<file path="config.mk">
export PLATFORM = sky130hd
export DESIGN_NAME = dual_rail_voltage_window_monitor_top
export DESIGN_NICKNAME = d
export VERILOG_FILES = /design/src/design/drvwm_pkg.sv /design/src/design/drvwm_ring.sv /design/src/design/drvwm_scale.sv /design/src/design/drvwm_check.sv /design/src/design/dual_rail_voltage_window_monitor_top.sv
export VERILOG_INCLUDE_DIRS = /design/src /design/src/design
export SDC_FILE = /design/constraint.sdc
export NUM_CORES = 2
export LEC_CHECK = 0
export BUFFER_PORTS_ARGS = -buffer_cell sky130_fd_sc_hd__buf_2
export CAP_MARGIN = 0
export CELL_PAD_IN_SITES_DETAIL_PLACEMENT = 0
export CELL_PAD_IN_SITES_GLOBAL_PLACEMENT = 1
export CORE_AREA = 2 2 358 360
export CTS_BUF_LIST = sky130_fd_sc_hd__clkbuf_8
export DETAILED_ROUTE_END_ITERATION = 10
export DIE_AREA = 0 0 360 362
export GPL_TIMING_DRIVEN = 0
export PLACE_DENSITY_LB_ADDON = 0.1
export SLEW_MARGIN = 20
export SYNTH_ARGS = -nofsm -noshare
export SYNTH_HDL_FRONTEND = slang
export SYNTH_SLANG_ARGS = --single-unit
</file>
<file path="constraint.sdc">
create_clock -name aclk -period 6.6 [get_ports aclk]
set_input_delay 0.33 -clock aclk [delete_from_list [all_inputs] [get_ports aclk]]
set_output_delay 0.33 -clock aclk [all_outputs]
set_load 0.02 [all_outputs]
</file>
<file path="src/design/dual_rail_voltage_window_monitor_top_assert.svh">
// assertion helpers shared by the monitor modules
`ifndef DUAL_RAIL_VOLTAGE_WINDOW_MONITOR_TOP_ASSERT_SVH
`define DUAL_RAIL_VOLTAGE_WINDOW_MONITOR_TOP_ASSERT_SVH

// checked only outside reset
`define DRVWM_ASSERT(lbl, prop, msg) \
    lbl: assert property (@(posedge aclk) disable iff (!aresetn) (prop)) else $error(msg);

// checked at every edge, reset included
`define DRVWM_ASSERT_RST(lbl, prop, msg) \
    lbl: assert property (@(posedge aclk) (prop)) else $error(msg);

`endif

</file>
<file path="src/design/drvwm_pkg.sv">
`default_nettype none
package drvwm_pkg;

    localparam int WINDOW_LEN_DEF = 10;
    localparam int NUM_RAILS      = 2;

    localparam int SAMPLE_W  = 12;
    localparam int SUM_W     = 16;
    localparam int MV_W      = 14;
    localparam int LIMIT_W   = 16;
    localparam int CFG_IDX_W = 8;

    // request kinds
    localparam logic KIND_SAMPLE = 1'b0;
    localparam logic KIND_CHECK  = 1'b1;

    // rail codes
    localparam logic RAIL_5V  = 1'b0;
    localparam logic RAIL_12V = 1'b1;

    // register indexes
    localparam logic [CFG_IDX_W-1:0] REG_RAIL12_HIGH = 8'd0;
    localparam logic [CFG_IDX_W-1:0] REG_RAIL12_LOW  = 8'd1;
    localparam logic [CFG_IDX_W-1:0] REG_RAIL5_HIGH  = 8'd2;
    localparam logic [CFG_IDX_W-1:0] REG_RAIL5_LOW   = 8'd3;

    localparam logic [LIMIT_W-1:0] RAIL12_HIGH_RST = 16'd13000;
    localparam logic [LIMIT_W-1:0] RAIL12_LOW_RST  = 16'd11000;
    localparam logic [LIMIT_W-1:0] RAIL5_HIGH_RST  = 16'd5500;
    localparam logic [LIMIT_W-1:0] RAIL5_LOW_RST   = 16'd4500;

    typedef logic [SUM_W-1:0] sum_t;

    typedef struct packed {
        logic                en;
        logic                channel;
        logic [SAMPLE_W-1:0] data;
    } sample_req_t;

    typedef struct packed {
        logic            valid;
        logic [MV_W-1:0] mv5;
        logic [MV_W-1:0] mv12;
    } mv_res_t;

endpackage
`default_nettype wire

</file>
<file path="src/design/drvwm_ring.sv">
`default_nettype none
`include "dual_rail_voltage_window_monitor_top_assert.svh"
module drvwm_ring #(
    parameter int WINDOW_LEN = drvwm_pkg::WINDOW_LEN_DEF
) (
    input  wire logic                 aclk,
    input  wire logic                 aresetn,
    input  wire drvwm_pkg::sample_req_t req,
    output drvwm_pkg::sum_t           rail_sum [drvwm_pkg::NUM_RAILS]
);

    localparam int POS_W = (WINDOW_LEN > 1) ? $clog2(WINDOW_LEN) : 1;

    logic [drvwm_pkg::SAMPLE_W-1:0] ring_reg [drvwm_pkg::NUM_RAILS][WINDOW_LEN];
    logic [POS_W-1:0]               pos_reg  [drvwm_pkg::NUM_RAILS];
    drvwm_pkg::sum_t                sum_reg  [drvwm_pkg::NUM_RAILS];

    logic [POS_W-1:0]               wr_pos;
    logic [POS_W-1:0]               pos_next;
    logic [drvwm_pkg::SAMPLE_W-1:0] old_sample;
    drvwm_pkg::sum_t                sum_next;

    always_comb begin
        wr_pos     = pos_reg[req.channel];
        old_sample = ring_reg[req.channel][wr_pos];
        // wrap after the last slot
        pos_next   = (wr_pos == POS_W'(WINDOW_LEN - 1)) ? '0 : wr_pos + POS_W'(1);
        sum_next   = sum_reg[req.channel] - drvwm_pkg::SUM_W'(old_sample)
                   + drvwm_pkg::SUM_W'(req.data);
    end

    always_ff @(posedge aclk) begin
        if (!aresetn) begin
            for (int r = 0; r < drvwm_pkg::NUM_RAILS; r++) begin
                pos_reg[r] <= '0;
                sum_reg[r] <= '0;
                for (int i = 0; i < WINDOW_LEN; i++) begin
                    ring_reg[r][i] <= '0;
                end
            end
        end else if (req.en) begin
            ring_reg[req.channel][wr_pos] <= req.data;
            pos_reg[req.channel]          <= pos_next;
            sum_reg[req.channel]          <= sum_next;
        end
    end

    assign rail_sum = sum_reg;

    `DRVWM_ASSERT(a_pos5_range, 32'(pos_reg[0]) < WINDOW_LEN, "5 V ring slot out of range")
    `DRVWM_ASSERT(a_pos12_range, 32'(pos_reg[1]) < WINDOW_LEN, "12 V ring slot out of range")

endmodule
`default_nettype wire

</file>
<file path="src/design/drvwm_scale.sv">
`default_nettype none
`include "dual_rail_voltage_window_monitor_top_assert.svh"
module drvwm_scale #(
    parameter int WINDOW_LEN = drvwm_pkg::WINDOW_LEN_DEF
) (
    input  wire logic              aclk,
    input  wire logic              aresetn,
    input  wire logic              check_en,
    input  wire drvwm_pkg::sum_t   rail_sum [drvwm_pkg::NUM_RAILS],
    output logic                   in_ready,
    output drvwm_pkg::mv_res_t     res,
    input  wire logic              res_ready
);

    // sum / WINDOW_LEN as multiply by rounded-up reciprocal, exact for 16-bit sums
    localparam int              DIV_SHIFT = 21;
    localparam int              DIV_MW    = DIV_SHIFT + 1;
    localparam int              DIV_PW    = drvwm_pkg::SUM_W + DIV_MW;
    localparam logic [DIV_MW-1:0] DIV_MULT =
        DIV_MW'(((64'd1 << DIV_SHIFT) + WINDOW_LEN - 1) / WINDOW_LEN);

    localparam int AVG_W = drvwm_pkg::SAMPLE_W;

    localparam int RAIL5_SCALE  = 825;
    localparam int RAIL5_SHIFT  = 9;
    localparam int RAIL12_SCALE = 10725;
    localparam int RAIL12_SHIFT = 10;
    // x / 3 for x below 2^17
    localparam int DIV3_MULT    = 43691;
    localparam int DIV3_SHIFT   = 17;

    logic                   v1_reg, v2_reg, v3_reg;
    logic                   take2, take3, take_out;
    logic [AVG_W-1:0]       avg5_reg, avg12_reg;
    logic [DIV_PW-1:0]      avg5_prod, avg12_prod;
    logic [21:0]            p5;
    logic [25:0]            p12;
    logic [12:0]            mv5_reg2;
    logic [15:0]            x12_reg;
    logic [31:0]            q12;
    logic [drvwm_pkg::MV_W-1:0] mv5_reg3, mv12_reg3;

    assign take_out = v3_reg && res_ready;
    assign take3    = v2_reg && (!v3_reg || take_out);
    assign take2    = v1_reg && (!v2_reg || take3);
    assign in_ready = !v1_reg || take2;

    always_comb begin
        avg5_prod  = DIV_PW'(rail_sum[0]) * DIV_PW'(DIV_MULT);
        avg12_prod = DIV_PW'(rail_sum[1]) * DIV_PW'(DIV_MULT);
        p5         = 22'(avg5_reg) * 22'(RAIL5_SCALE);
        p12        = 26'(avg12_reg) * 26'(RAIL12_SCALE);
        q12        = 32'(x12_reg) * 32'(DIV3_MULT);
    end

    always_ff @(posedge aclk) begin
        if (!aresetn) begin
            v1_reg <= 1'b0;
            v2_reg <= 1'b0;
            v3_reg <= 1'b0;
        end else begin
            if (check_en)   v1_reg <= 1'b1;
            else if (take2) v1_reg <= 1'b0;
            if (take2)      v2_reg <= 1'b1;
            else if (take3) v2_reg <= 1'b0;
            if (take3)         v3_reg <= 1'b1;
            else if (take_out) v3_reg <= 1'b0;
        end
    end

    always_ff @(posedge aclk) begin
        if (check_en) begin
            avg5_reg  <= avg5_prod[DIV_SHIFT +: AVG_W];
            avg12_reg <= avg12_prod[DIV_SHIFT +: AVG_W];
        end
        if (take2) begin
            mv5_reg2 <= p5[21:RAIL5_SHIFT];
            x12_reg  <= p12[25:RAIL12_SHIFT];
        end
        if (take3) begin
            mv5_reg3  <= {1'b0, mv5_reg2};
            mv12_reg3 <= q12[DIV3_SHIFT +: drvwm_pkg::MV_W];
        end
    end

    assign res.valid = v3_reg;
    assign res.mv5   = mv5_reg3;
    assign res.mv12  = mv12_reg3;

    `DRVWM_ASSERT(a_stage3_hold, (v3_reg && !res_ready) |=> (v3_reg && $stable(mv12_reg3)), "scaled result lost while stalled")

endmodule
`default_nettype wire

</file>
<file path="src/design/drvwm_check.sv">
`default_nettype none
`include "dual_rail_voltage_window_monitor_top_assert.svh"
module drvwm_check (
    input  wire logic                              aclk,
    input  wire logic                              aresetn,
    input  wire logic                              cfg_valid,
    output logic                                   cfg_ready,
    input  wire logic [drvwm_pkg::CFG_IDX_W-1:0]   cfg_index,
    input  wire logic [drvwm_pkg::LIMIT_W-1:0]     cfg_data,
    input  wire drvwm_pkg::mv_res_t                res,
    output logic                                   res_ready,
    output logic                                   m_valid,
    input  wire logic                              m_ready,
    output logic [drvwm_pkg::MV_W-1:0]             m_rail5_mv,
    output logic [drvwm_pkg::MV_W-1:0]             m_rail12_mv,
    output logic                                   m_rail5_fault,
    output logic                                   m_rail12_fault,
    output logic                                   m_rail5_alarm,
    output logic                                   m_rail12_alarm
);

    logic [drvwm_pkg::LIMIT_W-1:0] rail12_high_reg, rail12_low_reg;
    logic [drvwm_pkg::LIMIT_W-1:0] rail5_high_reg, rail5_low_reg;
    logic                          flag5_reg, flag12_reg;
    logic                          m_valid_reg;
    logic                          take;
    logic                          out5, out12;
    logic [drvwm_pkg::LIMIT_W-1:0] mv5_ext, mv12_ext;

    // no register write is taken while reset is held
    assign cfg_ready = aresetn;
    assign res_ready = !m_valid_reg || m_ready;
    assign take      = res.valid && res_ready;

    always_comb begin
        mv5_ext  = drvwm_pkg::LIMIT_W'(res.mv5);
        mv12_ext = drvwm_pkg::LIMIT_W'(res.mv12);
        // low above high leaves no in-window value
        out5  = (mv5_ext > rail5_high_reg) || (mv5_ext < rail5_low_reg);
        out12 = (mv12_ext > rail12_high_reg) || (mv12_ext < rail12_low_reg);
    end

    always_ff @(posedge aclk) begin
        if (!aresetn) begin
            rail12_high_reg <= drvwm_pkg::RAIL12_HIGH_RST;
            rail12_low_reg  <= drvwm_pkg::RAIL12_LOW_RST;
            rail5_high_reg  <= drvwm_pkg::RAIL5_HIGH_RST;
            rail5_low_reg   <= drvwm_pkg::RAIL5_LOW_RST;
        end else if (cfg_valid) begin
            unique case (cfg_index)
                drvwm_pkg::REG_RAIL12_HIGH: rail12_high_reg <= cfg_data;
                drvwm_pkg::REG_RAIL12_LOW:  rail12_low_reg  <= cfg_data;
                drvwm_pkg::REG_RAIL5_HIGH:  rail5_high_reg  <= cfg_data;
                drvwm_pkg::REG_RAIL5_LOW:   rail5_low_reg   <= cfg_data;
                default: ;
            endcase
        end
    end

    always_ff @(posedge aclk) begin
        if (!aresetn) begin
            m_valid_reg <= 1'b0;
            flag5_reg   <= 1'b0;
            flag12_reg  <= 1'b0;
        end else begin
            if (take) begin
                m_valid_reg <= 1'b1;
                flag5_reg   <= out5;
                flag12_reg  <= out12;
            end else if (m_ready) begin
                m_valid_reg <= 1'b0;
            end
        end
    end

    always_ff @(posedge aclk) begin
        if (take) begin
            m_rail5_mv     <= res.mv5;
            m_rail12_mv    <= res.mv12;
            m_rail5_fault  <= out5;
            m_rail12_fault <= out12;
            m_rail5_alarm  <= out5 && !flag5_reg;
            m_rail12_alarm <= out12 && !flag12_reg;
        end
    end

    assign m_valid = m_valid_reg;

    `DRVWM_ASSERT_RST(a_reset_empty, !aresetn |=> !m_valid, "result shown right after reset")
    `DRVWM_ASSERT(a_alarm_fault, (m_valid && (m_rail5_alarm || m_rail12_alarm)) |-> ((!m_rail5_alarm || m_rail5_fault) && (!m_rail12_alarm || m_rail12_fault)), "alarm without fault")

endmodule
`default_nettype wire

</file>
<file path="src/design/dual_rail_voltage_window_monitor_top.sv">
// path: a check request's result passes the averaging register loaded at acceptance, two
//   scaling stages and the window-compare output register before it is offered
// throughput: one request per cycle while s_ready is high; with the output held, four check
//   results can wait before the input stalls; a sample request gives no result
// reset: synchronous, clears sample rings, sums, slots and fault flags, restores the
//   default limits and holds both ready signals low; no clearing pass follows
`default_nettype none
`include "dual_rail_voltage_window_monitor_top_assert.svh"
module dual_rail_voltage_window_monitor_top #(
    parameter int WINDOW_LEN = drvwm_pkg::WINDOW_LEN_DEF
) (
    input  wire logic                              aclk,
    input  wire logic                              aresetn,
    input  wire logic                              s_valid,
    output logic                                   s_ready,
    input  wire logic                              s_kind,
    input  wire logic                              s_channel,
    input  wire logic [drvwm_pkg::SAMPLE_W-1:0]    s_sample,
    output logic                                   m_valid,
    input  wire logic                              m_ready,
    output logic [drvwm_pkg::MV_W-1:0]             m_rail5_mv,
    output logic [drvwm_pkg::MV_W-1:0]             m_rail12_mv,
    output logic                                   m_rail5_fault,
    output logic                                   m_rail12_fault,
    output logic                                   m_rail5_alarm,
    output logic                                   m_rail12_alarm,
    input  wire logic                              cfg_valid,
    output logic                                   cfg_ready,
    input  wire logic [drvwm_pkg::CFG_IDX_W-1:0]   cfg_index,
    input  wire logic [drvwm_pkg::LIMIT_W-1:0]     cfg_data
);

    logic                   accept;
    logic                   check_en;
    logic                   pipe_ready;
    drvwm_pkg::sample_req_t samp_req;
    drvwm_pkg::sum_t        rail_sum [drvwm_pkg::NUM_RAILS];
    drvwm_pkg::mv_res_t     res;
    logic                   res_ready;

    assign s_ready  = pipe_ready && aresetn;
    assign accept   = s_valid && s_ready;
    assign check_en = accept && (s_kind == drvwm_pkg::KIND_CHECK);

    assign samp_req.en      = accept && (s_kind == drvwm_pkg::KIND_SAMPLE);
    assign samp_req.channel = s_channel;
    assign samp_req.data    = s_sample;

    drvwm_ring #(.WINDOW_LEN(WINDOW_LEN)) u_ring (
        .aclk     (aclk),
        .aresetn  (aresetn),
        .req      (samp_req),
        .rail_sum (rail_sum)
    );

    // a check sees the sums left by every sample accepted before it
    drvwm_scale #(.WINDOW_LEN(WINDOW_LEN)) u_scale (
        .aclk      (aclk),
        .aresetn   (aresetn),
        .check_en  (check_en),
        .rail_sum  (rail_sum),
        .in_ready  (pipe_ready),
        .res       (res),
        .res_ready (res_ready)
    );

    drvwm_check u_check (
        .aclk           (aclk),
        .aresetn        (aresetn),
        .cfg_valid      (cfg_valid),
        .cfg_ready      (cfg_ready),
        .cfg_index      (cfg_index),
        .cfg_data       (cfg_data),
        .res            (res),
        .res_ready      (res_ready),
        .m_valid        (m_valid),
        .m_ready        (m_ready),
        .m_rail5_mv     (m_rail5_mv),
        .m_rail12_mv    (m_rail12_mv),
        .m_rail5_fault  (m_rail5_fault),
        .m_rail12_fault (m_rail12_fault),
        .m_rail5_alarm  (m_rail5_alarm),
        .m_rail12_alarm (m_rail12_alarm)
    );

    `DRVWM_ASSERT(a_stall_only_when_full, !s_ready |-> (m_valid && !m_ready), "input stalled with room in the pipeline")

endmodule
`default_nettype wire
</file>
==> results_dict.tcl <==
set metrics [dict create \
    syn_to_final_growth_pct 12.8 \
    finalHoldViolCount 0 \
    postSynthCellCount 3423 \
    tightest_slew_ns 1.23 \
    groute.usage.overall 0.170 \
    synth_top_area_share 0.286 \
    ys_async_sr_fraction 0 \
    postRouteAntennaNets 0 \
    syn_nets 4386 \
    synth-edff-count 359 \
    netlist_area_mm2 0.0377 \
    period_needed_ns 6.21 \
    clock_path_buffers 3 \
    cts_buffers 89 \
    cp.required_ns 7.10 \
    setup_viol 0 \
    wire_per_inst_um 20.1 \
    clk_latency_ns 0.79 \
    placementRows 131 \
    avgSynthCellArea_um2 11.0 \
    critPathMaxFanout 7 \
    design.core.area_mm2 0.127 \
    fin_area_mm2 0.0426 \
    tns_ns 0 \
    dr_total_vias 24600 \
    critPathKind "reg2reg" \
    antenna_found_initial 4 \
    dr.pass1.iters 5 \
    globalRouteOverflowTotal 0 \
    initial_core_util 0.298 \
    final_common_cell "inv_1" \
    drt-total-wl_um 108000 \
    fmax_mhz 161 \
    status "completed" \
    synth_cell_types 76 \
    io_pins 78 \
    grt_pass1_wl_um 166000 \
    nNetsFinal 4598 \
    clock-root-buffer "clkbuf_8" \
    cp-end-kind "flop" \
    start_kind "flop" \
    ys_top_cells_by_area "edfxtp_1 (29%), ha_1 (20%), fa_1 (17%), inv_1 (6.6%), dfxtp_1 (5.4%)" \
    place_congestion 0.816 \
    synth_ff_type "edfxtp_1" \
    fp.dieW_um 360 \
    drc_errors 0 \
    relSlewSlack 0.177 \
    finalCritPeriodShare 0.941 \
    drt-initial-drc-count 976 \
    largest_reg_flops 240 \
    grt_pass1_vias 26300 \
    synth-seq-cells 461 \
    arrival_ns 6.71 \
    grt_max_degree 29 \
    clkSlewWorstSetupHoldPaths_ns 0.06 \
    final_cell_mix "inv_1 (699), ha_1 (592), edfxtp_1 (359)" \
    die-area_mm2 0.130 \
    rsz0062_at_grt "no" \
    die_h_um 362 \
    seq_area_frac_synth 0.340 \
    fin_skew_ns 0.0412 \
    synth_top_area_cell "edfxtp_1" \
    ys_warn_count 0 \
    routed_via_density 4.57 \
    hold_path.class "in2reg" \
    drive_gt1_frac 0.0744 \
    cap_violations 0 \
    cts_sinks 461 \
    port_buffers 75 \
    htreeDepth 3 \
    maxSlewViolCount 0 \
    dp_hpwl_um 87900 \
    cts_tree "built" \
    dpl_cell_area_mm2 0.0405 \
]
-- cell type report --
cell class | instances | area [um2]
Timing Repair Buffer | 121 | 915
Clock buffer | 91 | 1250
Tap cell | 1662 | 2080
Inverter | 666 | 2500
Sequential cell | 461 | 12800
Multi-Input combinational cell | 2217 | 22200
Clock inverter | 74 | 478
Fill cell | 13100 | 84100
Antenna cell | 5 | 12.5
Buffer | 79 | 332
-- cell families (layout without fill, tap and decap cells) --
group,Yosys count,after routing,share of synthesized area
AOI/OAI and AO/OA,463,463,0.0799
xor gates and xnor gates,87,87,0.0202
adders and majority gates,920,920,0.370
buffers and inverters,745,1031,0.0750
DFF,461,461,0.340
muxes,162,162,0.0432
other,1,6,0.0000994
and+or+nand+nor,584,584,0.0714
-- metal layers --
| layer | up-vias | part of all wire | GRT usage |
|---|---|---|---|
| met5 | - | 0 | 0 |
| met4 | 0 | 0.021 | 0.0433 |
| met3 | 134 | 0.028 | 0.0235 |
| met2 | 321 | 0.50 | 0.302 |
| met1 | 12000 | 0.45 | 0.216 |
| li1 | 12100 | - | - |
-- synthesized netlist by cell type, types with 11 or more instances --
library cell / n
o22ai_1: 64
a211oi_1: 12
a21o_1: 56
nand4_1: 17
o21ai_0: 104
xnor2_1: 51
inv_1: 666
nand2b_1: 17
dfxtp_1: 102
nor2b_1: 29
fa_1: 328
nor2_1: 211
nand3_1: 54
ha_1: 592
xor2_1: 36
edfxtp_1: 359
nand2_1: 155
and3_1: 13
o21a_1: 22
buf_2: 16
nor3_1: 20
a21boi_0: 11
and2_1: 35
o211ai_1: 29
mux2i_1: 156
clkbuf_1: 51
a21oi_1: 85
-- repair_timing --
action                                 in CTS  in global routing
gates resized for setup                     0                  1
endpoints found under the hold margin      76                  0
setup endpoints to repair                   0                  5
buffers inserted                            0                  0
hold buffers                               31                  0
-- metrics by stage --
| step | std cells | utilization | hold slack (ns) | setup slack (ns) |
|---|---|---|---|---|
| after CTS | 5371 | 0.336 | 0.00384 | 0.140 |
| final | 5376 | 0.336 | 0.110 | 0.391 |
| after global placement | 5160 | 0.317 | 0.401 | 0.0926 |
| after detailed placement | 5175 | 0.320 | 0.405 | 0.124 |
| after global routing | 5375 | 0.336 | 0.0199 | 0.0384 |
| after floorplan | 3423 | - | 0.400 | 1.32 |
-- worst max-delay path, cell delays in order, from the launching register on --
cell       delay [ns]
dfxtp_1          0.64
ha_1             0.32
inv_1            0.08
fa_1             0.54
inv_1            0.05
fa_1             0.50
fa_1             0.43
fa_1             0.49
inv_1            0.05
fa_1             0.52
inv_1            0.06
ha_1             0.29
and4_1           0.23
nand4_1          0.16
or4_1            0.54
a21oi_1          0.34
o2111ai_1        0.25
a21boi_2         0.23
o21a_1           0.16
o21ai_0          0.07
-- path summary, 6_finish.rpt --
| check | end | from | depth (start not counted) | slack [ns] |
|---|---|---|---|---|
| setup / recovery | u_scale.avg5_reg[9]$_DFFE_PP_ | u_ring.rail_sum[18]$_SDFFE_PN0P_ | 19 | 0.39 |
| hold / removal | u_ring.ring_reg[1][108]$_SDFFCE_PN0P_ | s_sample[0] | 2 | 0.11 |
| setup reg to reg | u_scale.avg5_reg[9]$_DFFE_PP_ | u_ring.rail_sum[18]$_SDFFE_PN0P_ | 19 | 0.39 |
| hold reg to reg | u_scale.mv5_reg3[5]$_DFFE_PP_ | u_scale.mv5_reg2[5]$_DFFE_PP_ | 0 | 0.42 |
Power is left out: the tool's default activity adds up to more than one toggle a clock period on the data nets, which glitch-free logic cannot reach.
